**config.mk**
```make
export PLATFORM = sky130hd
export DESIGN_NAME = gre_ospf_lsa_packet_filter
export DESIGN_NICKNAME = d
export VERILOG_FILES = /design/src/rtl/core/golpf_pkg.sv /design/src/rtl/core/golpf_front.sv /design/src/rtl/core/golpf_queue.sv /design/src/rtl/core/golpf_back.sv /design/src/rtl/core/gre_ospf_lsa_packet_filter.sv
export SDC_FILE = /design/constraint.sdc
export NUM_CORES = 1
export LEC_CHECK = 0
export BUFFER_PORTS_ARGS = -buffer_cell sky130_fd_sc_hd__buf_2
export CORE_MARGIN = 2
export CORE_UTILIZATION = 51
export CTS_BUF_LIST = sky130_fd_sc_hd__clkbuf_4 sky130_fd_sc_hd__clkbuf_8 sky130_fd_sc_hd__clkbuf_16
export CTS_CLUSTER_DIAMETER = 80
export CTS_CLUSTER_SIZE = 10
export DETAILED_ROUTE_END_ITERATION = 12
export PLACE_DENSITY = 0.72
export SLEW_MARGIN = 5
export SYNTH_ARGS = -nofsm -noshare
export SYNTH_HDL_FRONTEND = slang
export SYNTH_SLANG_ARGS = --single-unit
```
**constraint.sdc**
```tcl
create_clock -name clk -period 3.53 [get_ports clk]
set_input_delay 0.706 -clock clk [delete_from_list [all_inputs] [get_ports clk]]
set_output_delay 0.706 -clock clk [all_outputs]
set_load 0.01 [all_outputs]
```
**src/rtl/core/golpf_pkg.sv**
```systemverilog
// Shared types, constants and the byte classifier for the GRE/OSPF LSA packet filter.
// Used by every module under rtl/core; depends on nothing else.
`default_nettype none

package golpf_pkg;

    localparam int MAX_LINKS_SCANNED = 10;
    localparam int LINKS_START       = 110;
    localparam int LINK_SIZE         = 12;
    localparam int LINK_FIRST_END    = LINKS_START + LINK_SIZE - 1;

    localparam logic [15:0] ETHERTYPE_IPV4 = 16'h0800;
    localparam logic [7:0]  PROTO_GRE      = 8'd47;
    localparam logic [7:0]  PROTO_OSPF     = 8'd89;
    localparam logic [7:0]  OSPF_TYPE_DD   = 8'd2;
    localparam logic [7:0]  OSPF_TYPE_LSU  = 8'd4;
    localparam logic [7:0]  LSA_ROUTER     = 8'd1;
    localparam logic [7:0]  LINK_P2P       = 8'd1;
    localparam logic [7:0]  LINK_BROADCAST = 8'd2;
    localparam logic [15:0] DD_EMPTY_LEN   = 16'd32;
    localparam logic [15:0] DD_ONE_LSA_LEN = 16'd52;

    localparam logic [7:0] POS_MAX        = 8'd255;
    localparam logic [7:0] POS_MIN_FRAME  = 8'd13;
    localparam logic [7:0] POS_LINK_COUNT = 8'd109;

    // Result reason codes.
    localparam logic [3:0] REASON_PASS         = 4'd0;
    localparam logic [3:0] REASON_SHORT        = 4'd1;
    localparam logic [3:0] REASON_DD_NONROUTER = 4'd2;
    localparam logic [3:0] REASON_DD_EXTRA     = 4'd3;
    localparam logic [3:0] REASON_LSA_COUNT    = 4'd4;
    localparam logic [3:0] REASON_LSU_NONROUTER = 4'd5;
    localparam logic [3:0] REASON_LINKS        = 4'd6;
    localparam logic [3:0] REASON_BROADCAST    = 4'd7;
    localparam logic [3:0] REASON_NO_P2P       = 4'd8;

    // Configuration register map.
    localparam int          PADDR_W       = 3;
    localparam logic [0:0]  REG_LSA_COUNT = 1'b0;
    localparam logic [0:0]  REG_MAX_LINKS = 1'b1;

    localparam int QUEUE_DEPTH = 4;
    localparam int QPTR_W      = $clog2(QUEUE_DEPTH);

    // Byte positions at which the back end has something to check.
    typedef enum logic [3:0] {
        PT_NONE,
        PT_ETYPE_OUTER,
        PT_PROTO_GRE,
        PT_ETYPE_INNER,
        PT_PROTO_OSPF,
        PT_OSPF_TYPE,
        PT_OSPF_LEN,
        PT_LSU_COUNT,
        PT_LSU_LSA_TYPE,
        PT_DD_LSA_TYPE,
        PT_LSU_HDR_END,
        PT_LINK_COUNT,
        PT_LINK_END
    } point_t;

    typedef struct packed {
        point_t      point;
        logic [7:0]  data;
        logic [31:0] shifter;
        logic        last;
        logic        short_frame;
        logic        past_link_count;
    } item_t;

    typedef struct packed {
        logic [31:0] allowed_lsa_count;
        logic [15:0] max_router_links;
    } cfg_t;

    function automatic point_t classify(input logic [7:0] pos);
        point_t pt;
        pt = PT_NONE;
        for (int i = 0; i < MAX_LINKS_SCANNED; i++) begin
            if (pos == 8'(LINK_FIRST_END + i * LINK_SIZE))
                pt = PT_LINK_END;
        end
        unique case (pos)
            8'd13:   pt = PT_ETYPE_OUTER;
            8'd23:   pt = PT_PROTO_GRE;
            8'd37:   pt = PT_ETYPE_INNER;
            8'd47:   pt = PT_PROTO_OSPF;
            8'd59:   pt = PT_OSPF_TYPE;
            8'd61:   pt = PT_OSPF_LEN;
            8'd85:   pt = PT_LSU_COUNT;
            8'd89:   pt = PT_LSU_LSA_TYPE;
            8'd93:   pt = PT_DD_LSA_TYPE;
            8'd105:  pt = PT_LSU_HDR_END;
            8'd109:  pt = PT_LINK_COUNT;
            default: pt = pt;
        endcase
        return pt;
    endfunction

endpackage

`default_nettype wire

```
**src/rtl/core/golpf_front.sv**
```systemverilog
// Front end: accepts frame bytes, tracks byte position and the last four bytes,
// and tags each byte with the check it triggers. Depends on golpf_pkg.
`default_nettype none

module golpf_front (
    input  wire logic           clk,
    input  wire logic           rst_n,
    input  wire logic           in_valid,
    input  wire logic [7:0]     frame_byte,
    input  wire logic           end_of_frame,
    input  wire logic           queue_full,
    output logic                push,
    output golpf_pkg::item_t    push_item
);
    import golpf_pkg::*;

    logic [7:0]  pos_reg, pos_next;
    logic [31:0] shifter_reg, shifter_next;
    logic [31:0] shifted;

    assign push    = in_valid && !queue_full;
    assign shifted = {shifter_reg[23:0], frame_byte};

    always_comb
    begin
        pos_next     = pos_reg;
        shifter_next = shifter_reg;
        if (push)
        begin
            if (end_of_frame)
            begin
                pos_next     = '0;
                shifter_next = '0;
            end
            else
            begin
                pos_next     = (pos_reg == POS_MAX) ? pos_reg : pos_reg + 8'd1;
                shifter_next = shifted;
            end
        end
    end

    always_comb
    begin
        push_item.point           = classify(pos_reg);
        push_item.data            = frame_byte;
        push_item.shifter         = shifted;
        push_item.last            = end_of_frame;
        push_item.short_frame     = pos_reg < POS_MIN_FRAME;
        push_item.past_link_count = pos_reg >= POS_LINK_COUNT;
    end

    always_ff @(posedge clk or negedge rst_n)
    begin
        if (!rst_n)
        begin
            pos_reg     <= '0;
            shifter_reg <= '0;
        end
        else
        begin
            pos_reg     <= pos_next;
            shifter_reg <= shifter_next;
        end
    end

endmodule

`default_nettype wire

```
**src/rtl/core/golpf_queue.sv**
```systemverilog
// Short FIFO of tagged bytes between the front and back ends.
// Depends on golpf_pkg for the item type and depth.
`default_nettype none

module golpf_queue (
    input  wire logic              clk,
    input  wire logic              rst_n,
    input  wire logic              push,
    input  wire golpf_pkg::item_t  push_item,
    input  wire logic              pop,
    output logic                   full,
    output logic                   not_empty,
    output golpf_pkg::item_t       head
);
    import golpf_pkg::*;

    item_t mem [QUEUE_DEPTH];
    logic [QPTR_W-1:0] wr_ptr_reg, rd_ptr_reg;
    logic [QPTR_W:0]   count_reg, count_next;

    assign full      = count_reg == (QPTR_W+1)'(QUEUE_DEPTH);
    assign not_empty = count_reg != '0;
    assign head      = mem[rd_ptr_reg];

    always_comb
    begin
        count_next = count_reg;
        if (push && !pop)
            count_next = count_reg + (QPTR_W+1)'(1);
        else if (pop && !push)
            count_next = count_reg - (QPTR_W+1)'(1);
    end

    always_ff @(posedge clk)
    begin
        if (push)
            mem[wr_ptr_reg] <= push_item;
    end

    always_ff @(posedge clk or negedge rst_n)
    begin
        if (!rst_n)
        begin
            wr_ptr_reg <= '0;
            rd_ptr_reg <= '0;
            count_reg  <= '0;
        end
        else
        begin
            if (push)
                wr_ptr_reg <= wr_ptr_reg + QPTR_W'(1);
            if (pop)
                rd_ptr_reg <= rd_ptr_reg + QPTR_W'(1);
            count_reg <= count_next;
        end
    end

endmodule

`default_nettype wire

```
**src/rtl/core/golpf_back.sv**
```systemverilog
// Back end: runs the header and LSA checks on tagged bytes, forms the verdict
// at frame end and holds it in the output register. Depends on golpf_pkg.
`default_nettype none

module golpf_back (
    input  wire logic              clk,
    input  wire logic              rst_n,
    input  wire golpf_pkg::cfg_t   cfg,
    input  wire logic              item_valid,
    input  wire golpf_pkg::item_t  item,
    output logic                   pop,
    output logic                   out_valid,
    input  wire logic              out_stall,
    output logic                   drop,
    output logic [3:0]             reason
);
    import golpf_pkg::*;

    logic        match_reg, match_next;
    logic        lsu_reg, lsu_next;
    logic [15:0] ospf_len_reg, ospf_len_next;
    logic        decided_reg, decided_next;
    logic [3:0]  held_reg, held_next;
    logic        p2p_reg, p2p_next;
    logic        out_valid_reg, out_valid_next;
    logic        drop_reg;
    logic [3:0]  reason_reg;
    logic [3:0]  why;
    logic        load_out;

    // A final byte waits here while the previous verdict is still stalled.
    assign pop      = item_valid && (!item.last || !out_valid_reg || !out_stall);
    assign load_out = pop && item.last;

    always_comb
    begin
        match_next    = match_reg;
        lsu_next      = lsu_reg;
        ospf_len_next = ospf_len_reg;
        decided_next  = decided_reg;
        held_next     = held_reg;
        p2p_next      = p2p_reg;
        if (pop && match_reg && !decided_reg)
        begin
            unique case (item.point)
                PT_ETYPE_OUTER, PT_ETYPE_INNER:
                    if (item.shifter[15:0] != ETHERTYPE_IPV4)
                        match_next = 1'b0;
                PT_PROTO_GRE:
                    if (item.data != PROTO_GRE)
                        match_next = 1'b0;
                PT_PROTO_OSPF:
                    if (item.data != PROTO_OSPF)
                        match_next = 1'b0;
                PT_OSPF_TYPE:
                    if (item.data == OSPF_TYPE_LSU)
                        lsu_next = 1'b1;
                    else if (item.data != OSPF_TYPE_DD)
                        match_next = 1'b0;
                PT_OSPF_LEN:
                    ospf_len_next = item.shifter[15:0];
                PT_DD_LSA_TYPE:
                    if (!lsu_reg)
                    begin
                        if (ospf_len_reg == DD_EMPTY_LEN)
                            held_next = REASON_PASS;
                        else if (item.data != LSA_ROUTER)
                            held_next = REASON_DD_NONROUTER;
                        else if (ospf_len_reg != DD_ONE_LSA_LEN)
                            held_next = REASON_DD_EXTRA;
                        else
                            held_next = REASON_PASS;
                    end
                PT_LSU_COUNT:
                    if (lsu_reg && item.shifter != cfg.allowed_lsa_count)
                    begin
                        decided_next = 1'b1;
                        held_next    = REASON_LSA_COUNT;
                    end
                PT_LSU_LSA_TYPE:
                    if (lsu_reg)
                        held_next = (item.data != LSA_ROUTER) ? REASON_LSU_NONROUTER
                                                              : REASON_PASS;
                PT_LSU_HDR_END:
                    if (lsu_reg && held_reg != REASON_PASS)
                        decided_next = 1'b1;
                PT_LINK_COUNT:
                    if (!lsu_reg)
                    begin
                        // A DD packet with nothing wrong stops being examined here.
                        if (held_reg != REASON_PASS)
                            decided_next = 1'b1;
                        else
                            match_next = 1'b0;
                    end
                    else if (item.shifter[15:0] > cfg.max_router_links)
                    begin
                        decided_next = 1'b1;
                        held_next    = REASON_LINKS;
                    end
                PT_LINK_END:
                    if (lsu_reg)
                    begin
                        if (item.shifter[31:24] == LINK_P2P)
                            p2p_next = 1'b1;
                        else if (item.shifter[31:24] == LINK_BROADCAST)
                        begin
                            decided_next = 1'b1;
                            held_next    = REASON_BROADCAST;
                        end
                    end
                PT_NONE: ;
                default: ;
            endcase
        end
    end

    always_comb
    begin
        priority if (decided_next)
            why = held_next;
        else if (item.short_frame)
            why = REASON_SHORT;
        else if (match_next && lsu_next && item.past_link_count && !p2p_next)
            why = REASON_NO_P2P;
        else
            why = REASON_PASS;
    end

    always_comb
    begin
        if (load_out)
            out_valid_next = 1'b1;
        else if (out_stall)
            out_valid_next = out_valid_reg;
        else
            out_valid_next = 1'b0;
    end

    always_ff @(posedge clk or negedge rst_n)
    begin
        if (!rst_n)
        begin
            match_reg     <= 1'b1;
            lsu_reg       <= 1'b0;
            ospf_len_reg  <= '0;
            decided_reg   <= 1'b0;
            held_reg      <= REASON_PASS;
            p2p_reg       <= 1'b0;
            out_valid_reg <= 1'b0;
        end
        else
        begin
            out_valid_reg <= out_valid_next;
            if (load_out)
            begin
                match_reg    <= 1'b1;
                lsu_reg      <= 1'b0;
                ospf_len_reg <= '0;
                decided_reg  <= 1'b0;
                held_reg     <= REASON_PASS;
                p2p_reg      <= 1'b0;
            end
            else
            begin
                match_reg    <= match_next;
                lsu_reg      <= lsu_next;
                ospf_len_reg <= ospf_len_next;
                decided_reg  <= decided_next;
                held_reg     <= held_next;
                p2p_reg      <= p2p_next;
            end
        end
    end

    always_ff @(posedge clk)
    begin
        if (load_out)
        begin
            drop_reg   <= why != REASON_PASS;
            reason_reg <= why;
        end
    end

    assign out_valid = out_valid_reg;
    assign drop      = drop_reg;
    assign reason    = reason_reg;

endmodule

`default_nettype wire

```
**src/rtl/core/gre_ospf_lsa_packet_filter.sv**
```systemverilog
// Top level of the GRE/OSPF LSA packet filter: front end, queue, back end and
// the configuration registers. Depends on golpf_pkg and the golpf_* modules.
//
// The filter takes one frame byte per clock cycle while in_stall is low, and
// gives one drop/reason verdict per frame. out_valid rises once the frame's last
// byte has passed through the queue and the verdict is in the output register,
// so earlier queued bytes or a stalled earlier verdict can hold it back. The front
// end tags each byte with the check its position triggers; a four-entry queue
// carries the tagged bytes to the back end, which runs the checks and loads the
// verdict into the output register. in_stall rises only when that queue is
// full, which happens when verdicts are held back on the output side.
// Registers: allowed_lsa_count at address 0 (reset 1), max_router_links at
// address 4 (reset 2); write them only while no frame is in flight.
`default_nettype none

module gre_ospf_lsa_packet_filter (
    input  wire logic                            clk,
    input  wire logic                            rst_n,
    input  wire logic                            in_valid,
    output logic                                 in_stall,
    input  wire logic [7:0]                      frame_byte,
    input  wire logic                            end_of_frame,
    output logic                                 out_valid,
    input  wire logic                            out_stall,
    output logic                                 drop,
    output logic [3:0]                           reason,
    input  wire logic                            psel,
    input  wire logic                            penable,
    input  wire logic                            pwrite,
    input  wire logic [golpf_pkg::PADDR_W-1:0]   paddr,
    input  wire logic [31:0]                     pwdata,
    output logic [31:0]                          prdata,
    output logic                                 pready
);
    import golpf_pkg::*;

    logic        queue_full, queue_not_empty;
    logic        push, pop;
    item_t       push_item, head_item;
    cfg_t        cfg;
    logic [31:0] allowed_lsa_count_reg;
    logic [15:0] max_router_links_reg;
    logic        cfg_write;
    logic [0:0]  reg_index;

    assign pready    = 1'b1;
    assign cfg_write = psel && penable && pwrite && pready;
    assign reg_index = paddr[PADDR_W-1:2];

    always_ff @(posedge clk or negedge rst_n)
    begin
        if (!rst_n)
        begin
            allowed_lsa_count_reg <= 32'd1;
            max_router_links_reg  <= 16'd2;
        end
        else if (cfg_write)
        begin
            unique case (reg_index)
                REG_LSA_COUNT: allowed_lsa_count_reg <= pwdata;
                REG_MAX_LINKS: max_router_links_reg  <= pwdata[15:0];
                default: ;
            endcase
        end
    end

    always_comb
    begin
        unique case (reg_index)
            REG_LSA_COUNT: prdata = allowed_lsa_count_reg;
            REG_MAX_LINKS: prdata = {16'd0, max_router_links_reg};
            default:       prdata = '0;
        endcase
    end

    assign cfg.allowed_lsa_count = allowed_lsa_count_reg;
    assign cfg.max_router_links  = max_router_links_reg;
    assign in_stall              = queue_full;

    golpf_front u_front (
        .clk          (clk),
        .rst_n        (rst_n),
        .in_valid     (in_valid),
        .frame_byte   (frame_byte),
        .end_of_frame (end_of_frame),
        .queue_full   (queue_full),
        .push         (push),
        .push_item    (push_item)
    );

    golpf_queue u_queue (
        .clk       (clk),
        .rst_n     (rst_n),
        .push      (push),
        .push_item (push_item),
        .pop       (pop),
        .full      (queue_full),
        .not_empty (queue_not_empty),
        .head      (head_item)
    );

    golpf_back u_back (
        .clk        (clk),
        .rst_n      (rst_n),
        .cfg        (cfg),
        .item_valid (queue_not_empty),
        .item       (head_item),
        .pop        (pop),
        .out_valid  (out_valid),
        .out_stall  (out_stall),
        .drop       (drop),
        .reason     (reason)
    );

endmodule

`default_nettype wire

```
==> After elaboration in Yosys (flattened, before gate mapping) <==
Memory sizes are Yosys's and may differ from the RTL's.
Cells that the tools add are included.
W data, S select, Z words.
{ "word_totals": {"reg_bits": 117, "ramBits": 188, "output_inout_bits": 40, "word_cells": 181, "n_memories": 1} }
{ "op_classes": {"add_sub_neg": 5, "order_cmp": 3, "eq_ne": 48, "muxes": 72, "bitwise_logic": 1, "reduce_logical": 35} }
{ "mem_list": {"columns": ["memory", "words", "word_bits", "read_ports", "rd_ports_with_merged_regs", "wr", "line_no", "rtl"], "rows": [
  ["u_queue.mem", 4, 47, 1, 0, 1, "golpf_queue.sv:17", "item_t mem [QUEUE_DEPTH];"]
]} }
{ "ops": {"columns": ["op", "n"], "rows": [
  ["$mux W4", 25],
  ["$eq A8 B8 Y1 const B", 10],
  ["$pmux W32 S2", 1],
  ["$eq A8 B7 Y1 const B", 6],
  ["$mux W16", 3],
  ["$pmux W4 S11", 1],
  ["$eq A8 B6 Y1 const B", 4],
  ["$mux W1", 32],
  ["$ne A32 B32 Y1", 1],
  ["$mux W24", 1],
  ["$eq A4 B4 Y1 const B", 5],
  ["$pmux W4 S5", 1],
  ["$eq A16 B6 Y1 const B", 1],
  ["$eq A4 B3 Y1 const B", 4],
  ["$gt A16 B16 Y1", 1],
  ["$mux W8", 2],
  ["$ne A16 B12 Y1 const B", 1],
  ["$ne A16 B6 Y1 const B", 1],
  ["$logic_and A1 B1 Y1", 14],
  ["$mux W3", 3],
  ["$add A8 B1 Y8 const B", 1],
  ["$eq A4 B2 Y1 const B", 2],
  ["$eq A8 B1 Y1 const B", 1],
  ["$eq A8 B2 Y1 const B", 1],
  ["27 further kinds", 42]
]} }

==> Longest topological paths before layout <==
An unclocked memory read counts as a cell.
{ "logic_depth": {"depth_word": 15, "mapped_depth": 14, "depth_no_buf": 12} }

==> Modules after synthesis <==
A second synthesis with hierarchy kept.
{ "unflattened": {"cells_unflattened": 959, "area_unflattened_um2": 14099.8} }
{ "modules_own_cells": {"columns": ["module", "n_inst", "cells_each", "area_per_inst_um2", "seq_area_each_um2"], "rows": [
  ["golpf_queue", 1, 280, 7199.4, 5820.6],
  ["golpf_back", 1, 302, 2640.0, 777.0],
  ["gre_ospf_lsa_packet_filter", 1, 140, 2263.4, 1203.7],
  ["golpf_front", 1, 237, 1996.9, 800.8]
]} }

==> Worst setup path after synthesis <==
Ideal clock, no wire load.
{ "synth_path": {"kind": "register -> register", "from": "register u_queue.rd_ptr_reg[1]", "to": "register u_back.drop_reg (netlist: u_back.drop), data pin", "setup_ns": 0.254, "arrival_time_ns": 3.292, "required_time_ns": 3.276, "path_slack_ns": -0.016, "stages_incl_launch_ff": 13, "path_buffers": 2, "period_less_slack_ns": 3.546, "path_cell_list": "dfrtp_1 buf_2 buf_1 mux4_2 ha_1 nand4_1 o41ai_1 a31oi_1 a22o_1 o41ai_4 and2b_1 nand2b_1 a21o_1"} }
{ "synth_via": {"elab_chain_len": 15} }
{ "synth_lines": {"columns": ["element", "line_no", "rtl"], "rows": [
  ["from (decl)", "golpf_queue.sv:18", "logic [QPTR_W-1:0] wr_ptr_reg, rd_ptr_reg;"],
  ["from (signal assigned)", "golpf_queue.sv:53", "rd_ptr_reg <= rd_ptr_reg + QPTR_W'(1);"],
  ["$mem_v2 Z4 W47 *", null, null],
  ["parallel branches: the longest is 12 deep, another holds $gt A16 B16 Y1", null, null],
  ["$mux W4 *", "golpf_back.sv:120", "priority if (decided_next)"],
  ["$reduce_bool A4 Y1 *", "golpf_back.sv:180", "drop_reg <= why != REASON_PASS;"],
  ["to (signal assigned)", "golpf_back.sv:180", null],
  ["to (decl)", "golpf_back.sv:26", "logic drop_reg;"]
]} }
Every way passes the cells marked *.
A chain may end at the register's enable or synchronous reset.

==> Worst setup path in the final report <==
{ "layout_path": {"from": "register u_queue.rd_ptr_reg[0]", "to": "register u_back.drop_reg (netlist: u_back.drop), data pin"} }
The elaborated chain is that of the path after synthesis.

==> run metrics <==
CP Depth=12; worst path buffer plus inverter count=2; worst skew pair latency=~0.57 ns; initial antenna violation count=1; area growth from synthesis to layout=17.5%; CP Max Fanout=6; CTS Sinks=273; Setup WS pre-CTS=-0.145 ns; TritonCTS buffer count=31; clock skew=0.0129 ns; CP top delay family=compound AO/OA/AOI/OAI gates; reg2reg end=u_back.drop; sequential cell area fraction in the yosys report=60.3%; Reg2Reg Launch Point=u_queue.rd_ptr_reg[0]; post-synth design cell area=between 10000 and 15000 µm²; EDFF count, synth=161; nets@finish=1117; cells on worst reg2reg path=12; hold buffers post-CTS=0; DR DRC count=0; final non-filler cell total=1389; critical-path cell list=buf_12, buf_8, mux4_2, ha_4, nand4_1, o41ai_2, a31oi_2, a22o_4, o41ai_4, and2b_1, nand2b_1, a21o_1; Max stage delay on crit path=0.55 ns; Leak=5.98 nW; CTS tree=built; Internal Pwr Total=8.08 mW; Final Max Tran Viols=0; crit path to=u_back.drop; maxcap violations=0; library cells used by synthesis=73; GRT Total Usage=22.0%; final worst setup slack=-0.133 ns; final-report hold violation count=0; Tmin final=between 3 and 4 ns; Syn Inst Count=roughly 900; CTS HTree Levels=1; failing checks=setup timing; clock share of power=25.3%; diode count=0; drt first-iter violations=between 600 and 700; cell count after placement=1326; Placer Congestion=0.838; Die H=162 µm; Seq cells post-synth=273; power density cells=814 nW/µm²; Hold Worst Slack=~0.34 ns; status=finished with violations; Sw Ratio=33.3%; grt ovf=0; combinational share of power=36.3%; design area=14900 µm²; Die Wd=162 µm; RSZ-0062 raised after global routing=yes; max FFs per register=between 150 and 200; Vias=between 7000 and 8000; sequential share of power=between 30% and 40%; Ports=91; Worst EP required=between 3 and 4 ns; VDD IR max=421 µV; TritonRoute pass-1 iters=5; vias in the first global route=7895; CP Launch Type=flip-flop; Synth Net Count=986; Setup crit end kind=flip-flop; CTS root buf=clkbuf_16; CTS max path bufs=3; Cell Area, Placed=13800 µm²; dpl hpwl=19.0 mm; top_reg_cell synth=edfxtp_1; crit path launch=u_queue.rd_ptr_reg[0]; WP data arrival=3.98 ns; initial core utilization=51.9%; layout cells sized above 1=32.0%; total core area=24400 µm²; Setup CP Type=reg2reg; Slowest-stage cell, CP=mux4_2; Slew HR=between 20% and 30%; Vias/cell=5.67; Routed wire per std cell=20.1 µm; largest net degree at the start of global routing=81; port bufs=87; Least-Margin Pin Slew=1.06 ns; clock-pin slew on the worst setup and hold paths=0.06 ns; R2R setup slack=-0.13 ns; fmax=273 MHz; async set-reset flop share out of synthesis=41.0%; Worst Hold Class=in2async; Rows=57; final number of setup-violating endpoints=4; YS warnings=0; Detailed Route WL=roughly 28 mm; syn_area_per_cell=13.9 µm²; period utilization=104%; Psw=4.04 mW; Die ar.=26100 µm²; first-pass GRT wire length=44.5 mm; Antenna Nets Post-Route=0
[cells by family (layout without fill, tap and decap cells)]
family          Yosys count  after routing  share of synthesized area (%)
compound gates           79             79                           4.54
xor+xnor                 49             49                           3.51
fa+ha+maj                25             25                           2.53
buf+inv                  75            230                           2.69
flops                   273            273                           60.3
mux                     125            125                           14.4
other cells               1              1                         0.0296
simple gates            283            283                           12.0
[cells in the final DEF (no fill, tap or decap), types with 3 or more instances in the layout]
cell | Yosys | final
a211oi_1 | 5 | 3
a21o_1 | 6 | 6
a21oi_1 | 20 | 20
a22oi_1 | 4 | 4
a31oi_1 | 4 | 3
and2_2 | 0 | 4
and3_1 | 4 | 4
buf_12 | 0 | 7
buf_2 | 5 | 86
buf_4 | 4 | 50
clkbuf_16 | 0 | 31
clkbuf_4 | 0 | 24
dfrtp_1 | 109 | 107
dfstp_2 | 3 | 3
edfxtp_1 | 161 | 161
ha_1 | 24 | 22
inv_1 | 26 | 26
mux2_2 | 67 | 67
mux2i_1 | 19 | 19
mux4_2 | 39 | 39
nand2_1 | 78 | 78
nand2b_1 | 13 | 13
nand3_1 | 11 | 11
nand3b_1 | 29 | 29
nand4_1 | 20 | 20
nor2_1 | 57 | 56
nor2b_1 | 25 | 25
nor3_1 | 7 | 7
nor4_1 | 13 | 13
nor4b_1 | 4 | 4
o211ai_1 | 4 | 4
o21ai_0 | 9 | 9
xnor2_1 | 39 | 38
xnor2_2 | 2 | 3
xor2_1 | 8 | 8
[layout make-up]
| cell class | instances | area (µm²) |
|---|---|---|
| fillers | 1884 | 9510 |
| multi-input cells | 562 | 4770 |
| inverters | 27 | 101 |
| flip-flops and latches | 273 | 7640 |
| clock inverters | 2 | 28.8 |
| clock buffers | 55 | 956 |
| well taps | 324 | 405 |
| repair buffers | 146 | 983 |
[cells in the mapped netlist, drive strengths merged, types with 5 or more instances]
cell,instances,area (µm²)
nand2,79,299
ha,24,300
nor2,57,214
mux4,39,878
and2,6,37.5
clkbuf,29,109
xnor2,41,374
nor2b,25,156
nor4,16,128
nand4,20,125
nand3b,29,218
o21ai,9,45.0
nor4b,6,73.8
xor2,8,70.1
mux2,67,754
buf,19,130
inv,26,97.6
dfrtp,109,2730
nand3,11,55.1
mux2i,19,190
nand2b,13,81.3
a21oi,21,109
a211oi,5,37.5
edfxtp,161,4830
a31oi,5,46.3
a21o,6,45.0
nor3,7,35.0
[power by group through the flow]
| stage | clock [mW] | combinational (mW) | sequential (mW) |
|---|---|---|---|
| after floorplan | 0 | 2.91 | 4.54 |
| after global placement | 0 | 4.19 | 4.66 |
| final | 3.06 | 4.40 | 4.66 |
| after global routing | 3.25 | 4.77 | 4.73 |
| after detailed placement | 0 | 4.26 | 4.70 |
| after CTS | 3.11 | 4.40 | 4.65 |
[worst min-delay path by stage]
stage	cells past startpoint	slack (ns)	startpoint	endpoint
4_1_cts	2	0.36	pwdata[16]	allowed_lsa_count_reg[16]
3_5_place_dp	1	0.49	u_queue.count_reg[2]	u_queue.count_reg[2]
2_1_floorplan	0	0.41	rst_n	allowed_lsa_count_reg[10]
6_report	1	0.34	rst_n	max_router_links_reg[2]
5_1_grt	2	0.36	pwdata[23]	allowed_lsa_count_reg[23]
3_3_place_gp	1	0.47	u_queue.count_reg[2]	u_queue.count_reg[2]
[what timing repair did]
action | CTS | global route
setup endpoints to repair | 4 | 5
buffers inserted | 6 | 1
pin swaps | 10 | 2
gates resized for setup | 14 | 1
[routing by layer]
layer	GRT usage (%)	vias up	share of wire (%)
li1	-	3649	-
met1	31.3	3941	44
met2	35.5	247	48
met3	3.98	40	6.3
met4	5.15	2	1.7
met5	0	-	0.057
[per-stage QoR]
| step | utilization [%] | power, mW | TNS (ns) |
|---|---|---|---|
| detailed placement | 56.4 | 8.97 | -0.424 |
| finish | 61.0 | 12.1 | -0.334 |
| CTS | 61.0 | 12.2 | -0.194 |
| global route | 61.0 | 12.7 | -0.814 |
| floorplan | - | 7.45 | 0 |
| global placement | 56.4 | 8.85 | -0.137 |
Power figures use the tool's default switching activity.
